===== config.mk =====
export PLATFORM = sky130hd
export DESIGN_NAME = ascii_hex_lrc_frame_receiver
export DESIGN_NICKNAME = d
export VERILOG_FILES = /design/src/rtl/ahlrc_pkg.sv /design/src/rtl/ascii_hex_lrc_frame_receiver.sv
export SDC_FILE = /design/constraint.sdc
export NUM_CORES = 1
export LEC_CHECK = 0
export ABC_AREA = 1
export BUFFER_PORTS_ARGS = -buffer_cell sky130_fd_sc_hd__buf_2
export CELL_PAD_IN_SITES_DETAIL_PLACEMENT = 0
export CELL_PAD_IN_SITES_GLOBAL_PLACEMENT = 1
export CORE_ASPECT_RATIO = 0.9
export CORE_UTILIZATION = 54
export CTS_CLUSTER_DIAMETER = 50
export DETAILED_ROUTE_END_ITERATION = 8
export PLACE_DENSITY_LB_ADDON = 0.15
export RECOVER_POWER = 100
export SYNTH_ARGS = -nofsm -noshare
export SYNTH_HDL_FRONTEND = slang
export SYNTH_SLANG_ARGS = --single-unit

===== constraint.sdc =====
create_clock -name clk_i -period 8.8 [get_ports clk_i]
set_clock_uncertainty 0.15 [all_clocks]
set_input_delay 0.88 -clock clk_i [delete_from_list [all_inputs] [get_ports clk_i]]
set_output_delay 0.88 -clock clk_i [all_outputs]
set_load 0.01 [all_outputs]

===== src/rtl/ahlrc_pkg.sv =====
// ----------------------------------------------------------------------------
// ahlrc_pkg
// Shared codes, reset values and the hex digit decoder of the ASCII hex
// LRC frame receiver.
// ----------------------------------------------------------------------------
package ahlrc_pkg;

  // result status codes
  localparam logic [1:0] STATUS_OK       = 2'd0;
  localparam logic [1:0] STATUS_FULL     = 2'd1;
  localparam logic [1:0] STATUS_CKSUM    = 2'd2;

  // configuration register indexes
  localparam int unsigned CFG_IDX_W      = 3;
  localparam logic [CFG_IDX_W-1:0] REG_START_CHAR  = 3'd0;
  localparam logic [CFG_IDX_W-1:0] REG_FIRST_END   = 3'd1;
  localparam logic [CFG_IDX_W-1:0] REG_SECOND_END  = 3'd2;
  localparam logic [CFG_IDX_W-1:0] REG_STATION     = 3'd3;
  localparam logic [CFG_IDX_W-1:0] REG_TYPE_A      = 3'd4;
  localparam logic [CFG_IDX_W-1:0] REG_TYPE_B      = 3'd5;

  // register reset values
  localparam logic [7:0] RST_START_CHAR  = 8'd58;
  localparam logic [7:0] RST_FIRST_END   = 8'd13;
  localparam logic [7:0] RST_SECOND_END  = 8'd10;
  localparam logic [7:0] RST_STATION     = 8'd160;
  localparam logic [7:0] RST_TYPE_A      = 8'd0;
  localparam logic [7:0] RST_TYPE_B      = 8'd0;

  // character codes
  localparam logic [7:0] CHAR_0          = 8'h30;
  localparam logic [7:0] CHAR_9          = 8'h39;
  localparam logic [7:0] CHAR_A          = 8'h41;
  localparam logic [7:0] CHAR_F          = 8'h46;
  localparam logic [7:0] DIGIT_OFFSET    = 8'h30;
  localparam logic [7:0] ALPHA_OFFSET    = 8'h37;

  typedef struct packed {
    logic       ok;
    logic [3:0] nib;
  } hex_t;

  // upper-case hex digit to nibble; ok low for anything else
  function automatic hex_t hex_decode(input logic [7:0] c);
    hex_t        r;
    logic [7:0]  diff;
    r    = '0;
    diff = '0;
    if (c >= CHAR_0 && c <= CHAR_9) begin
      diff  = c - DIGIT_OFFSET;
      r.ok  = 1'b1;
      r.nib = diff[3:0];
    end else if (c >= CHAR_A && c <= CHAR_F) begin
      diff  = c - ALPHA_OFFSET;
      r.ok  = 1'b1;
      r.nib = diff[3:0];
    end
    return r;
  endfunction

endpackage


===== src/rtl/ascii_hex_lrc_frame_receiver.sv =====
// ----------------------------------------------------------------------------
// ascii_hex_lrc_frame_receiver
// Parses ASCII hex frames, checks address, type and LRC, and reads accepted
// frames out of the frame store byte by byte.
// ----------------------------------------------------------------------------
// A character or release transaction is accepted whenever the block is
// idle and the output register is free or being drained. Hex pairs are
// written into the frame store as whole bytes on the low nibble. An
// accepted frame is read out of the store byte by byte: a synchronous
// read (S_READ), then a load of the output register (S_LOAD). The input
// stays stalled from acceptance of the closing character until the last
// byte is loaded, and longer under output back-pressure.
// Error and queue-full results are produced directly, with no store access.
module ascii_hex_lrc_frame_receiver
  import ahlrc_pkg::*;
#(
  parameter int unsigned FRAME_BYTES = 32,
  parameter int unsigned QUEUE_ROWS  = 8
) (
  input  logic                 clk_i,
  input  logic                 rst_ni,
  // configuration
  input  logic                 cfg_valid_i,
  output logic                 cfg_ready_o,
  input  logic [CFG_IDX_W-1:0] cfg_index_i,
  input  logic [7:0]           cfg_data_i,
  // input items
  input  logic                 in_valid_i,
  output logic                 in_ready_o,
  input  logic                 command_i,
  input  logic [7:0]           rx_char_i,
  // results
  output logic                 out_valid_o,
  input  logic                 out_ready_i,
  output logic [1:0]           status_o,
  output logic [7:0]           data_byte_o,
  output logic [4:0]           byte_index_o,
  output logic [4:0]           payload_length_o,
  output logic                 last_o
);

  localparam int unsigned CntW  = $clog2(FRAME_BYTES + 1);
  localparam int unsigned AddrW = $clog2(FRAME_BYTES);
  localparam int unsigned OccW  = $clog2(QUEUE_ROWS);

  typedef enum logic [3:0] {
    PH_HUNT = 4'b0001,
    PH_HIGH = 4'b0010,
    PH_LOW  = 4'b0100,
    PH_END  = 4'b1000
  } phase_e;

  typedef enum logic [2:0] {
    S_IDLE = 3'b001,
    S_READ = 3'b010,
    S_LOAD = 3'b100
  } ctrl_e;

  // configuration registers
  logic [7:0] start_char_q, first_end_q, second_end_q, station_q, type_a_q, type_b_q;

  // control state
  phase_e            phase_q, phase_d;
  ctrl_e             ctrl_q, ctrl_d;
  logic [CntW-1:0]   cnt_q, cnt_d;
  logic [7:0]        sum_q, sum_d;
  logic [OccW-1:0]   occ_q, occ_d;
  logic [AddrW-1:0]  rd_idx_q, rd_idx_d;
  logic              out_valid_q, out_valid_d;

  // payload state
  logic [3:0]        hi_nib_q, hi_nib_d;
  logic [7:0]        byte0_q, byte0_d;
  logic [7:0]        byte1_q, byte1_d;
  logic [AddrW-1:0]  last_idx_q, last_idx_d;
  logic [1:0]        status_q, status_d;
  logic [7:0]        data_q, data_d;
  logic [4:0]        index_q, index_d;
  logic [4:0]        plen_q, plen_d;
  logic              last_q, last_d;

  // frame store
  logic [7:0]        mem_q [FRAME_BYTES];
  logic [7:0]        rdata_q;
  logic              mem_we, mem_re;
  logic [7:0]        mem_wdata;

  logic              in_fire, out_free;
  hex_t              hx;
  logic              frame_ok;

  assign cfg_ready_o = 1'b1;
  assign out_free    = !out_valid_q || out_ready_i;
  assign in_ready_o  = (ctrl_q == S_IDLE) && out_free;
  assign in_fire     = in_valid_i && in_ready_o;
  assign hx          = hex_decode(rx_char_i);
  assign frame_ok    = (cnt_q >= CntW'(2)) && (byte0_q == station_q) &&
                       ((byte1_q == type_a_q) || (byte1_q == type_b_q));

  always_comb begin
    phase_d     = phase_q;
    ctrl_d      = ctrl_q;
    cnt_d       = cnt_q;
    sum_d       = sum_q;
    occ_d       = occ_q;
    rd_idx_d    = rd_idx_q;
    out_valid_d = out_valid_q && !out_ready_i;
    hi_nib_d    = hi_nib_q;
    byte0_d     = byte0_q;
    byte1_d     = byte1_q;
    last_idx_d  = last_idx_q;
    status_d    = status_q;
    data_d      = data_q;
    index_d     = index_q;
    plen_d      = plen_q;
    last_d      = last_q;
    mem_we      = 1'b0;
    mem_re      = 1'b0;
    mem_wdata   = {hi_nib_q, hx.nib};

    unique case (ctrl_q)
      S_IDLE: begin
        if (in_fire) begin
          if (command_i) begin
            if (occ_q != '0) occ_d = occ_q - 1'b1;
          end else begin
            unique case (phase_q)
              PH_HUNT: begin
                if (rx_char_i == start_char_q) begin
                  phase_d = PH_HIGH;
                  cnt_d   = '0;
                  sum_d   = '0;
                end
              end
              PH_HIGH: begin
                if (hx.ok) begin
                  if (cnt_q >= CntW'(FRAME_BYTES)) begin
                    phase_d = PH_HUNT;
                  end else begin
                    hi_nib_d = hx.nib;
                    phase_d  = PH_LOW;
                  end
                end else if (rx_char_i == first_end_q) begin
                  phase_d = PH_END;
                end else begin
                  phase_d = PH_HUNT;
                end
              end
              PH_LOW: begin
                if (hx.ok && cnt_q < CntW'(FRAME_BYTES)) begin
                  mem_we  = 1'b1;
                  sum_d   = sum_q + mem_wdata;
                  if (cnt_q == '0)        byte0_d = mem_wdata;
                  if (cnt_q == CntW'(1))  byte1_d = mem_wdata;
                  cnt_d   = cnt_q + 1'b1;
                  phase_d = PH_HIGH;
                end else begin
                  phase_d = PH_HUNT;
                end
              end
              PH_END: begin
                phase_d = PH_HUNT;
                if (rx_char_i == second_end_q && frame_ok) begin
                  plen_d = 5'(cnt_q - 1'b1);
                  if (sum_q != '0 || occ_q >= OccW'(QUEUE_ROWS - 1)) begin
                    out_valid_d = 1'b1;
                    status_d    = (sum_q != '0) ? STATUS_CKSUM : STATUS_FULL;
                    data_d      = '0;
                    index_d     = '0;
                    last_d      = 1'b1;
                  end else begin
                    occ_d      = occ_q + 1'b1;
                    rd_idx_d   = '0;
                    last_idx_d = AddrW'(cnt_q - 1'b1);
                    ctrl_d     = S_READ;
                  end
                end
              end
              default: phase_d = PH_HUNT;
            endcase
          end
        end
      end
      S_READ: begin
        mem_re = 1'b1;
        ctrl_d = S_LOAD;
      end
      S_LOAD: begin
        // read data stays in rdata_q while the output register is busy
        if (out_free) begin
          out_valid_d = 1'b1;
          status_d    = STATUS_OK;
          data_d      = rdata_q;
          index_d     = 5'(rd_idx_q);
          last_d      = (rd_idx_q == last_idx_q);
          if (rd_idx_q == last_idx_q) begin
            ctrl_d = S_IDLE;
          end else begin
            rd_idx_d = rd_idx_q + 1'b1;
            ctrl_d   = S_READ;
          end
        end
      end
      default: ctrl_d = S_IDLE;
    endcase
  end

  always_ff @(posedge clk_i or negedge rst_ni) begin
    if (!rst_ni) begin
      start_char_q <= RST_START_CHAR;
      first_end_q  <= RST_FIRST_END;
      second_end_q <= RST_SECOND_END;
      station_q    <= RST_STATION;
      type_a_q     <= RST_TYPE_A;
      type_b_q     <= RST_TYPE_B;
      phase_q      <= PH_HUNT;
      ctrl_q       <= S_IDLE;
      cnt_q        <= '0;
      sum_q        <= '0;
      occ_q        <= '0;
      rd_idx_q     <= '0;
      out_valid_q  <= 1'b0;
    end else begin
      if (cfg_valid_i) begin
        unique case (cfg_index_i)
          REG_START_CHAR: start_char_q <= cfg_data_i;
          REG_FIRST_END:  first_end_q  <= cfg_data_i;
          REG_SECOND_END: second_end_q <= cfg_data_i;
          REG_STATION:    station_q    <= cfg_data_i;
          REG_TYPE_A:     type_a_q     <= cfg_data_i;
          REG_TYPE_B:     type_b_q     <= cfg_data_i;
          default: ;
        endcase
      end
      phase_q     <= phase_d;
      ctrl_q      <= ctrl_d;
      cnt_q       <= cnt_d;
      sum_q       <= sum_d;
      occ_q       <= occ_d;
      rd_idx_q    <= rd_idx_d;
      out_valid_q <= out_valid_d;
    end
  end

  always_ff @(posedge clk_i) begin
    hi_nib_q   <= hi_nib_d;
    byte0_q    <= byte0_d;
    byte1_q    <= byte1_d;
    last_idx_q <= last_idx_d;
    status_q   <= status_d;
    data_q     <= data_d;
    index_q    <= index_d;
    plen_q     <= plen_d;
    last_q     <= last_d;
  end

  // writes happen only while parsing, reads only during readout: no overlap
  always_ff @(posedge clk_i) begin
    if (mem_we) mem_q[cnt_q[AddrW-1:0]] <= mem_wdata;
    if (mem_re) rdata_q <= mem_q[rd_idx_q];
  end

  assign out_valid_o      = out_valid_q;
  assign status_o         = status_q;
  assign data_byte_o      = data_q;
  assign byte_index_o     = index_q;
  assign payload_length_o = plen_q;
  assign last_o           = last_q;

endmodule


### After elaboration in Yosys (flattened, before gate mapping)

Memory sizes are Yosys's and may differ from the RTL's. A register that Yosys moved wholly into a read port is not among the register bits.
Index checks and enable logic that the tools add are counted.

| word-level totals | value |
|---|---|
| output and inout bits | 24 |
| logic and storage cells | 192 |
| flip-flop bits (word level) | 124 |
| RAM bits | 256 |
| memories kept | 1 |

Memory list:

| memory | words | bits a word | rd ports | clocked after memory_dff | write ports | line | text |
|---|---|---|---|---|---|---|---|
| mem_q | 32 | 8 | 1 | 1 | 1 | ascii_hex_lrc_frame_receiver.sv:83 | `logic [7:0] mem_q [FRAME_BYTES];` |

| cells by class | value |
|---|---|
| reduce and logical (&&, ||, !) cells | 39 |
| muxes and demuxes | 79 |
| equality and inequality tests | 32 |
| bitwise logic cells | 3 |
| magnitude comparators | 8 |
| add/subtract/negate cells | 8 |

Operators by type and width:

| cell | count |
|---|---|
| 5-bit two-way mux | 15 |
| 8-bit two-way mux | 8 |
| 8-bit equality test | 6 |
| 6-bit AND reduction | 7 |
| 3-bit two-way mux | 12 |
| 8-bit one-hot mux with 2 select lines | 2 |
| 1-bit two-way mux | 20 |
| 5-bit one-hot mux with 2 select lines | 2 |
| 2-bit two-way mux | 9 |
| 2-bit inequality test (second input constant) | 8 |
| 4-bit two-way mux | 3 |
| 6-bit two-way mux | 2 |
| 4-bit one-hot mux with 3 select lines | 1 |
| 6-bit one-hot mux with 2 select lines | 1 |
| 2-bit AND reduction | 6 |
| 3-bit by 2-bit equality test with 1-bit output (second input constant) | 3 |
| 3-bit equality test (second input constant) | 3 |
| 1-bit logical AND | 9 |
| 3-bit one-hot mux with 3 select lines | 1 |
| 8-bit adder | 1 |
| 8-bit by 6-bit >= comparator with 1-bit output (second input constant) | 1 |
| 8-bit by 7-bit >= comparator with 1-bit output (second input constant) | 1 |
| 8-bit by 6-bit less-or-equal comparator with 1-bit output (second input constant) | 1 |
| 8-bit by 7-bit less-or-equal comparator with 1-bit output (second input constant) | 1 |
| other kinds (33) | 46 |

### Logic depth before layout (Yosys ltp)

Gate-level depths: netlist (run 1).

| logic depth | value |
|---|---|
| word-level depth | 12 |
| mapped depth | 17 |
| mapped depth without buffers | 16 |

### Worst setup path before layout (run 1)

No wires, ideal clock.

| path | value |
|---|---|
| path kind | input-to-reg |
| start point | input rx_char_i[0] |
| end point | register sum_q[6] |
| buffers on the path | 1 |
| stages on the path | 14 |
| setup slack | 4,288 ps |
| arrival time | 4,239 ps |
| library setup time | 123 ps |
| cells stage by stage | buf_2 -> inv_1 -> ha_1 -> nand3_1 -> nand3_1 -> o21ai_0 -> ha_1 -> inv_1 -> fa_1 -> inv_1 -> nand4_1 -> nand3_1 -> xnor2_1 -> o21ai_1 |

RTL lines:

| what | line | text |
|---|---|---|
| start: declaration | ascii_hex_lrc_frame_receiver.sv:31 | `input logic [7:0] rx_char_i,` |
| end signal: assignment | ascii_hex_lrc_frame_receiver.sv:238 | `sum_q <= sum_d;` |
| end: declaration | ascii_hex_lrc_frame_receiver.sv:66 | `logic [7:0] sum_q, sum_d;` |

==> results of run 1 <==
==> logic make-up (layout without fill, tap and decap cells) <==
| kind of cell | after synthesis | count (layout) | share of synthesized area, % |
|---|---|---|---|
| AOI/OAI and AO/OA | 293 | 293 | 9.818 |
| xor gates and xnor gates | 47 | 47 | 2.432 |
| adders and majority gates | 17 | 17 | 1.346 |
| buffers and inverters | 186 | 258 | 4.391 |
| DFF | 388 | 388 | 66.63 |
| other | 1 | 1 | 0.02216 |
| and+or+nand+nor | 615 | 615 | 15.36 |
==> how the worst max path moves through the flow <==
stage | start | to | slack [ns] | cells after the start
final | rx_char_i[0] | sum_q[4]$_DFFE_PN0P_ | 3.29 | 15
after global routing | rx_char_i[0] | sum_q[4]$_DFFE_PN0P_ | 2.78 | 15
after CTS | rx_char_i[0] | sum_q[5]$_DFFE_PN0P_ | 5.10 | 15
after detailed placement | rx_char_i[0] | sum_q[5]$_DFFE_PN0P_ | 4.56 | 15
after global placement | rx_char_i[0] | sum_q[5]$_DFFE_PN0P_ | 4.68 | 15
after floorplan | rx_char_i[0] | sum_q[6]$_DFFE_PN0P_ | 4.29 | 14
==> per-stage QoR <==
step                      hold slack, ns  power (mW)
after detailed placement          0.3090       2.364
after global placement            0.3102       2.359
final                             0.3285       4.068
after CTS                        0.04965       4.103
after global routing              0.3726       4.207
after floorplan                   0.2919       2.294
==> critical path, cell delays in order <==
cell and delay [ns]:
clkbuf_1 0.35, ha_1 0.23, inv_1 0.05, o211ai_1 0.26, nand2_1 0.16, nand2_1 0.24
inv_1 0.11, a31oi_1 2.13, ha_1 0.63, nand2_1 0.09, nand2_1 0.07, a31oi_1 0.20
nor2_1 0.06, nand3b_1 0.15, o21ai_0 0.17
==> layer usage <==
layer  share of wire, %  track usage [%]  up-vias  routed length [um]
met5                  0                0        -                   0
met4                1.5            5.750        0                 592
met3                7.5            4.104       50                2987
met2                 43            36.96      381               17310
met1                 48            39.66     5478               19030
li1                   -                -     5432                   -
==> power groups by stage <==
stage	Sequential, mW	Clock, mW	Combinational (mW)
floorplan	2.10	0	0.196
global placement	2.11	0	0.249
detailed placement	2.11	0	0.253
CTS	2.07	1.77	0.255
global route	2.08	1.84	0.282
finish	2.08	1.75	0.245
==> placed cells by master, fill, tap and decap left out, types with 4 or more instances in the layout <==
cell type and count:
a21oi_1 9, buf_2 20, buf_4 5, clkbuf_1 45, clkbuf_16 44, clkinv_1 9
clkinv_2 6, clkinvlp_4 4, dfrtp_1 63, dfstp_2 12, edfxtp_1 310, ha_1 15
inv_1 111, inv_6 5, nand2_1 249, nand3_1 49, nand4_1 32, nor2_1 260
nor3_1 12, o211ai_1 29, o21ai_0 204, o21ai_1 5, o221ai_1 5, o22ai_1 32
xnor2_1 36, xor2_1 11
==> layout make-up <==
| class | count | area (sq um) | share of cell area [%] |
|---|---|---|---|
| clock buffer | 53 | 1135 | 6.069 |
| tap | 409 | 511.7 | 2.737 |
| clock inverter | 26 | 247.7 | 1.325 |
| multi-input combinational | 973 | 4807 | 25.71 |
| timing repair buffer | 61 | 272.8 | 1.459 |
| inverter | 118 | 444.2 | 2.375 |
| sequential | 388 | 11280 | 60.33 |
==> summary.md, run 1 <==
| Metric | Value |
|---|---|
| CTS buffer count | `43` |
| Total Die Area | `32050 sq um` |
| Achievable Freq | `0.1815 GHz` |
| DRT antenna net count | `0` |
| Fin worst setup slack | `3.289 ns` |
| Setup crit end kind | `flop` |
| Clock Path Buffers | `3` |
| First-pass GRT wire length | `61900 um` |
| HPWL after DPL | `25120 um` |
| Hold Crit Endpoint | `occ_q[0]$_DFFE_PN0P_` |
| Ys Warns | `0` |
| IO Pins | `49` |
| DRT Pass-1 Iters | `5` |
| Clk network pwr share | `42.9%` |
| Max VDD drop | `135.5 uV` |
| Slew @ Worst Pin | `3.770 ns` |
| Power density cells | `217.5 nW/um^2` |
| Internal | `3.137 mW` |
| Chip Width | `188.6 um` |
| Inst Count DP | `1949` |
| Critical path type | `primary input to flop` |
| Top-count cell post-synth | `edfxtp_1` |
| Reg power frac | `51.0%` |
| Failing checks | `capacitance limit, slew limit` |
| DRT Wirelength | `39910 um` |
| Worst R2R Path Depth | `7` |
| Fillers | `2523` |
| Main synth FF type | `edfxtp_1` |
| Largest net degree at the start of global routing | `86` |
| Sink Count | `388` |
| HP Class | `flop to flop` |
| Synth Instances | `1547` |
| Global-route total usage across every layer | `25.32%` |
| FF+latch count, synth | `388` |
| # nets final | `1627` |
| Post-CTS Setup Repair Bufs | `0` |
| Gate power share | `6.0%` |
| Hold Fails Final Rpt | `0` |
| Setup violations, final | `0` |
| Worst R2R Start | `rd_idx_q[0]$_DFFE_PN0P_` |
| Synthesized cell area | `16920 sq um` |
| Area contributors post-synth | `edfxtp_1, dfrtp_1, nor2_1` |
| Hold Path Stages | `2` |
| Psw | `0.9307 mW` |
| Final period utilization | `62.62%` |
| Mapped Avg Cell Area | `10.94 sq um` |
| Max cap viols | `9` |
| Core Footprint | `30830 sq um` |
| GRT overflow | `0` |
| Syn Nets | `1589` |
| Critical Path RT | `9.08 ns` |
| Post-synth cell types | `47` |
| Leakage | `6.824 nW` |
| Post-synth EDFFs | `310` |
| Top-area cell type share of the netlist area | `55.01%` |
| Register area share after synthesis | `66.63%` |
| Antenna diode count | `0` |
| Via count | `11.34k` |
| Initial antenna violation count | `1` |
| Clk Latency, worst-skew pair | `0.54 ns` |
| Number of global-route vias before repair | `10.57k` |
| R2R Setup Slk | `3.49 ns` |
| Non-Filler Instances | `2028` |
| Routed WL per cell | `19.68 um` |
| Commonest cells in the netlist | `edfxtp_1, nor2_1, nand2_1, o21ai_0, inv_1` |
| Rel. slew slack | `-151.3%` |
| Setup TNS | `0 ns` |
| Syn-to-layout area delta | `10.50%` |
| Drt drc | `0` |
| Gpl congestion | `0.8586` |
| Cell taking the most area after synthesis | `edfxtp_1` |
| Post-route cell area | `18700 sq um` |
| Port bufs | `47` |
| Max reg flops | `256` |
| Vias/cell | `5.592` |
| R2R Path End | `rdata_q[6]$_DFFE_PN_` |
| Status | `finished, violations left` |
| Switching Share | `22.88%` |
| Min cycle time layout | `5.511 ns` |
| Finished Core Util | `60.65%` |
| Drt first-iter violations | `991` |
| RSZ-0062 raised after global routing | `false` |
| Clock transition at path regs | `0.06 ns` |
| CP Data Arrival Time | `5.79 ns` |
| Maximum fanout along the worst path | `36` |
| Hold Buf Count CTS | `0` |
| Slew Viols, Final | `381` |
| Starting Density | `54.89%` |
| H-tree depth | `2` |
| PostCTS Resize Cnt | `0` |
| Min-delay src | `occ_q[0]$_DFFE_PN0P_` |
| # rows | `61` |
| CTS tree | `built` |
| Post-place setup slack | `4.556 ns` |
| Startpoint Class | `primary input` |
| CTS root buffer | `clkbuf_16` |
| Ys async rst share | `20.10%` |
| Share of cells above drive strength 1 | `7.350%` |
| Die Ht | `169.9 um` |
| Cell Area, Placed | `17520 sq um` |
Note: power is estimated with default switching activity, not from simulation.
==> run 2, diff against run 1 <==
Settings changed: CORE_UTILIZATION 54 to 50.
Clock period 8.8 ns to 5.1 ns, I/O delays scaled along.
==> run 2 against run 1 <==
Effect of this change: the run still ends with capacitance limit, slew limit left; die area is 7.9% higher; non-clock buffer count is 5 higher; flip-flop and latch count stayed put; total power is 71% higher.
==> summary.md, run 2 (synthesis results as in run 1) <==
| Metric | Value |
|---|---|
| Status | `finished, violations left` |
| Maximum fanout along the worst path | `36 (unchanged)` |
| Leakage | `6.830 nW (about the same)` |
| Core Footprint | `33110 sq um (+7.4%)` |
| Clk Latency, worst-skew pair | `0.54 ns (about the same)` |
| Clock transition at path regs | `0.06 ns (about the same)` |
| Worst R2R Start | `ctrl_q[0]$_DFFE_PN1P_` |
| Hold Path Stages | `4 (+2)` |
| Startpoint Class | `primary input` |
| Worst R2R Path Depth | `6 (-1)` |
| # nets final | `1631 (+0.25%)` |
| Post-route cell area | `18740 sq um (+0.19%)` |
| DRT antenna net count | `0 (unchanged)` |
| Gpl congestion | `0.8292 (-3.4%)` |
| R2R Setup Slk | `1.15 ns (-2.34 ns)` |
| Failing checks | `capacitance limit, slew limit` |
| H-tree depth | `2 (unchanged)` |
| Starting Density | `51.12% (-3.8 points)` |
| Psw | `1.554 mW (+67%)` |
| # rows | `63 (+3.3%)` |
| Global-route track usage on met1 | `37.49% (-2.2 points)` |
| Rel. slew slack | `-59.68% (+92 points)` |
| Reg power frac | `51.4% (+0.4 points)` |
| Max reg flops | `256 (unchanged)` |
| Drt first-iter violations | `965 (-2.6%)` |
| Critical path type | `primary input to flop` |
| Commonest non-fill, non-tap cell in the layout | `edfxtp_1` |
| Slew @ Worst Pin | `2.395 ns (-1.375 ns)` |
| Fillers | `2871 (+14%)` |
| Max VDD drop | `268.3 uV (+98%)` |
| RSZ-0062 raised after global routing | `false` |
| Share of cells above drive strength 1 | `7.474% (+0.12 points)` |
| Initial antenna violation count | `3 (+2)` |
| Global-route total usage across every layer | `24.13% (-1.2 points)` |
| Post-place setup slack | `1.608 ns (-2.948 ns)` |
| Via count | `11.37k (+0.27%)` |
| Fin worst setup slack | `1.131 ns (-2.158 ns)` |
| Min cycle time layout | `3.969 ns` |
| CTS tree | `built` |
| Routed WL per cell | `19.76 um (+0.42%)` |
| GRT overflow | `0 (unchanged)` |
| Max cap viols | `8 (-1)` |
| Setup violations, final | `0 (unchanged)` |
| CP Data Arrival Time | `4.25 ns (-1.54 ns)` |
| CTS buffer count | `42 (-2.3%)` |
| Setup TNS | `0 ns (unchanged)` |
| Slew Viols, Final | `303 (-20%)` |
| Port bufs | `47 (unchanged)` |
| Number of global-route vias before repair | `10.71k (+1.3%)` |
| Internal | `5.408 mW (+72%)` |
| Clock Path Buffers | `3 (unchanged)` |
| Clk network pwr share | `42.3% (-0.6 points)` |
| Busiest layer in global routing | `met1` |
| Power density cells | `371.6 nW/um^2 (+71%)` |
| Switching Share | `22.32% (-0.55 points)` |
| HPWL after DPL | `26200 um (+4.3%)` |
| IO Pins | `49 (unchanged)` |
| Chip Width | `195.9 um (+3.9%)` |
| Final period utilization | `77.82%` |
| Routing usage on met2 | `33.84% (-3.1 points)` |
| Non-Filler Instances | `2041 (+0.64%)` |
| Total Die Area | `34590 sq um (+7.9%)` |
| Vias/cell | `5.572 (-0.37%)` |
| CTS root buffer | `clkbuf_16` |
| Drt drc | `0 (unchanged)` |
| DRT Wirelength | `40340 um (+1.1%)` |
| Critical Path RT | `5.38 ns (-3.70 ns)` |
| DRT Pass-1 Iters | `5 (unchanged)` |
| R2R Path End | `byte1_q[4]$_DFFE_PP_` |
| Most frequent cells in the layout | `edfxtp_1, nor2_1, nand2_1` |
| Die Ht | `176.5 um (+3.9%)` |
| Cell Area, Placed | `17570 sq um (+0.26%)` |
| HP Class | `primary input to flop` |
| Min-delay src | `out_ready_i` |
| Hold Crit Endpoint | `ctrl_q[2]$_DFFE_PN0P_` |
| Setup crit end kind | `flop` |
| M3 GR Usage | `5.597% (+1.5 points)` |
| Largest net degree at the start of global routing | `83 (-3.5%)` |
| Gate power share | `6.2% (+0.2 points)` |
| Antenna diode count | `0 (unchanged)` |
| Sink Count | `388 (unchanged)` |
| Achievable Freq | `0.2519 GHz` |
| First-pass GRT wire length | `62810 um (+1.5%)` |
| Syn-to-layout area delta | `10.71%` |
| Inst Count DP | `1966 (+0.87%)` |
| Hold Fails Final Rpt | `0 (unchanged)` |
-- run 2: cell count changes in the layout (fill, tap and decap cells not counted), sizes merged --
cell         before  now
inv             120  115
buf              25   29
clkinv           17   15
bufinv            3    4
clkbuf           89   90
dlygate4sd3       0    1
-- run 2: routing by layer --
| layer | vias up | wire (um) |
|---|---|---|
| met1 | 5523 | 19720 |
| met5 | - | 0 |
| li1 | 5429 | - |
| met4 | 0 | 675 |
| met3 | 52 | 3268 |
| met2 | 368 | 16670 |
-- run 2: layout make-up --
type,count,area [sq um],share of cell area [%]
Clock buffer,54,1117,5.964
Tap cell,422,528.0,2.818
Sequential cell,388,11280,60.21
Multi-Input combinational cell,973,4846,25.86
Timing Repair Buffer,66,309.0,1.650
Clock inverter,20,210.2,1.122
Inverter,118,444.2,2.371
-- run 2: how the worst max path moves through the flow --
stage / start / to / slack (ns) / cells past startpoint
detailed placement: rx_char_i[0] / sum_q[5]$_DFFE_PN0P_ / 1.61 / 16
CTS: ctrl_q[0]$_DFFE_PN1P_ / byte1_q[4]$_DFFE_PP_ / 1.90 / 6
global placement: rx_char_i[0] / sum_q[5]$_DFFE_PN0P_ / 1.64 / 16
global route: rx_char_i[1] / sum_q[4]$_DFFE_PN0P_ / 0.84 / 17
floorplan: rx_char_i[0] / sum_q[6]$_DFFE_PN0P_ / 0.96 / 14
finish: rx_char_i[1] / sum_q[4]$_DFFE_PN0P_ / 1.13 / 17
-- run 2: power groups by stage --
stage               Clock [mW]  Sequential, mW  Combinational [mW]
CTS                       2.99            3.58               0.449
global placement             0            3.64               0.436
global route              3.11            3.59               0.494
detailed placement           0            3.64               0.446
floorplan                    0            3.62               0.339
finish                    2.95            3.58               0.433
-- run 2: through the flow --
stage | utilization (%) | hold slack, ns | total power, mW
5_1_grt | 56.59 | 0.1803 | 7.197
6_report | 56.59 | 0.1625 | 6.962
3_5_place_dp | 53.06 | 0.3207 | 4.089
2_1_floorplan | - | 0.06441 | 3.959
3_3_place_gp | 53.06 | 0.3080 | 4.078
4_1_cts | 57.10 | 0.1611 | 7.022
-- run 2: critical path, cell delays in order --
cell and delay (ns):
buf_2 0.15, inv_2 0.09, ha_1 0.14, inv_1 0.05, o211ai_2 0.23, nand2_1 0.18
nand2_4 0.15, inv_1 0.09, a31oi_4 0.13, clkbuf_1 1.28, ha_1 0.52, nand2_1 0.09
nand2_1 0.06, a31oi_1 0.20, nor2_1 0.05, nand3b_1 0.15, o21ai_0 0.16
-- run 2: repair_timing --
| item | in CTS | in global routing |
|---|---|---|
| endpoints found under the hold margin | 31 | 0 |
| setup buffers | 0 | 0 |
| gates resized for setup | 0 | 0 |
| hold buffers | 1 | 0 |
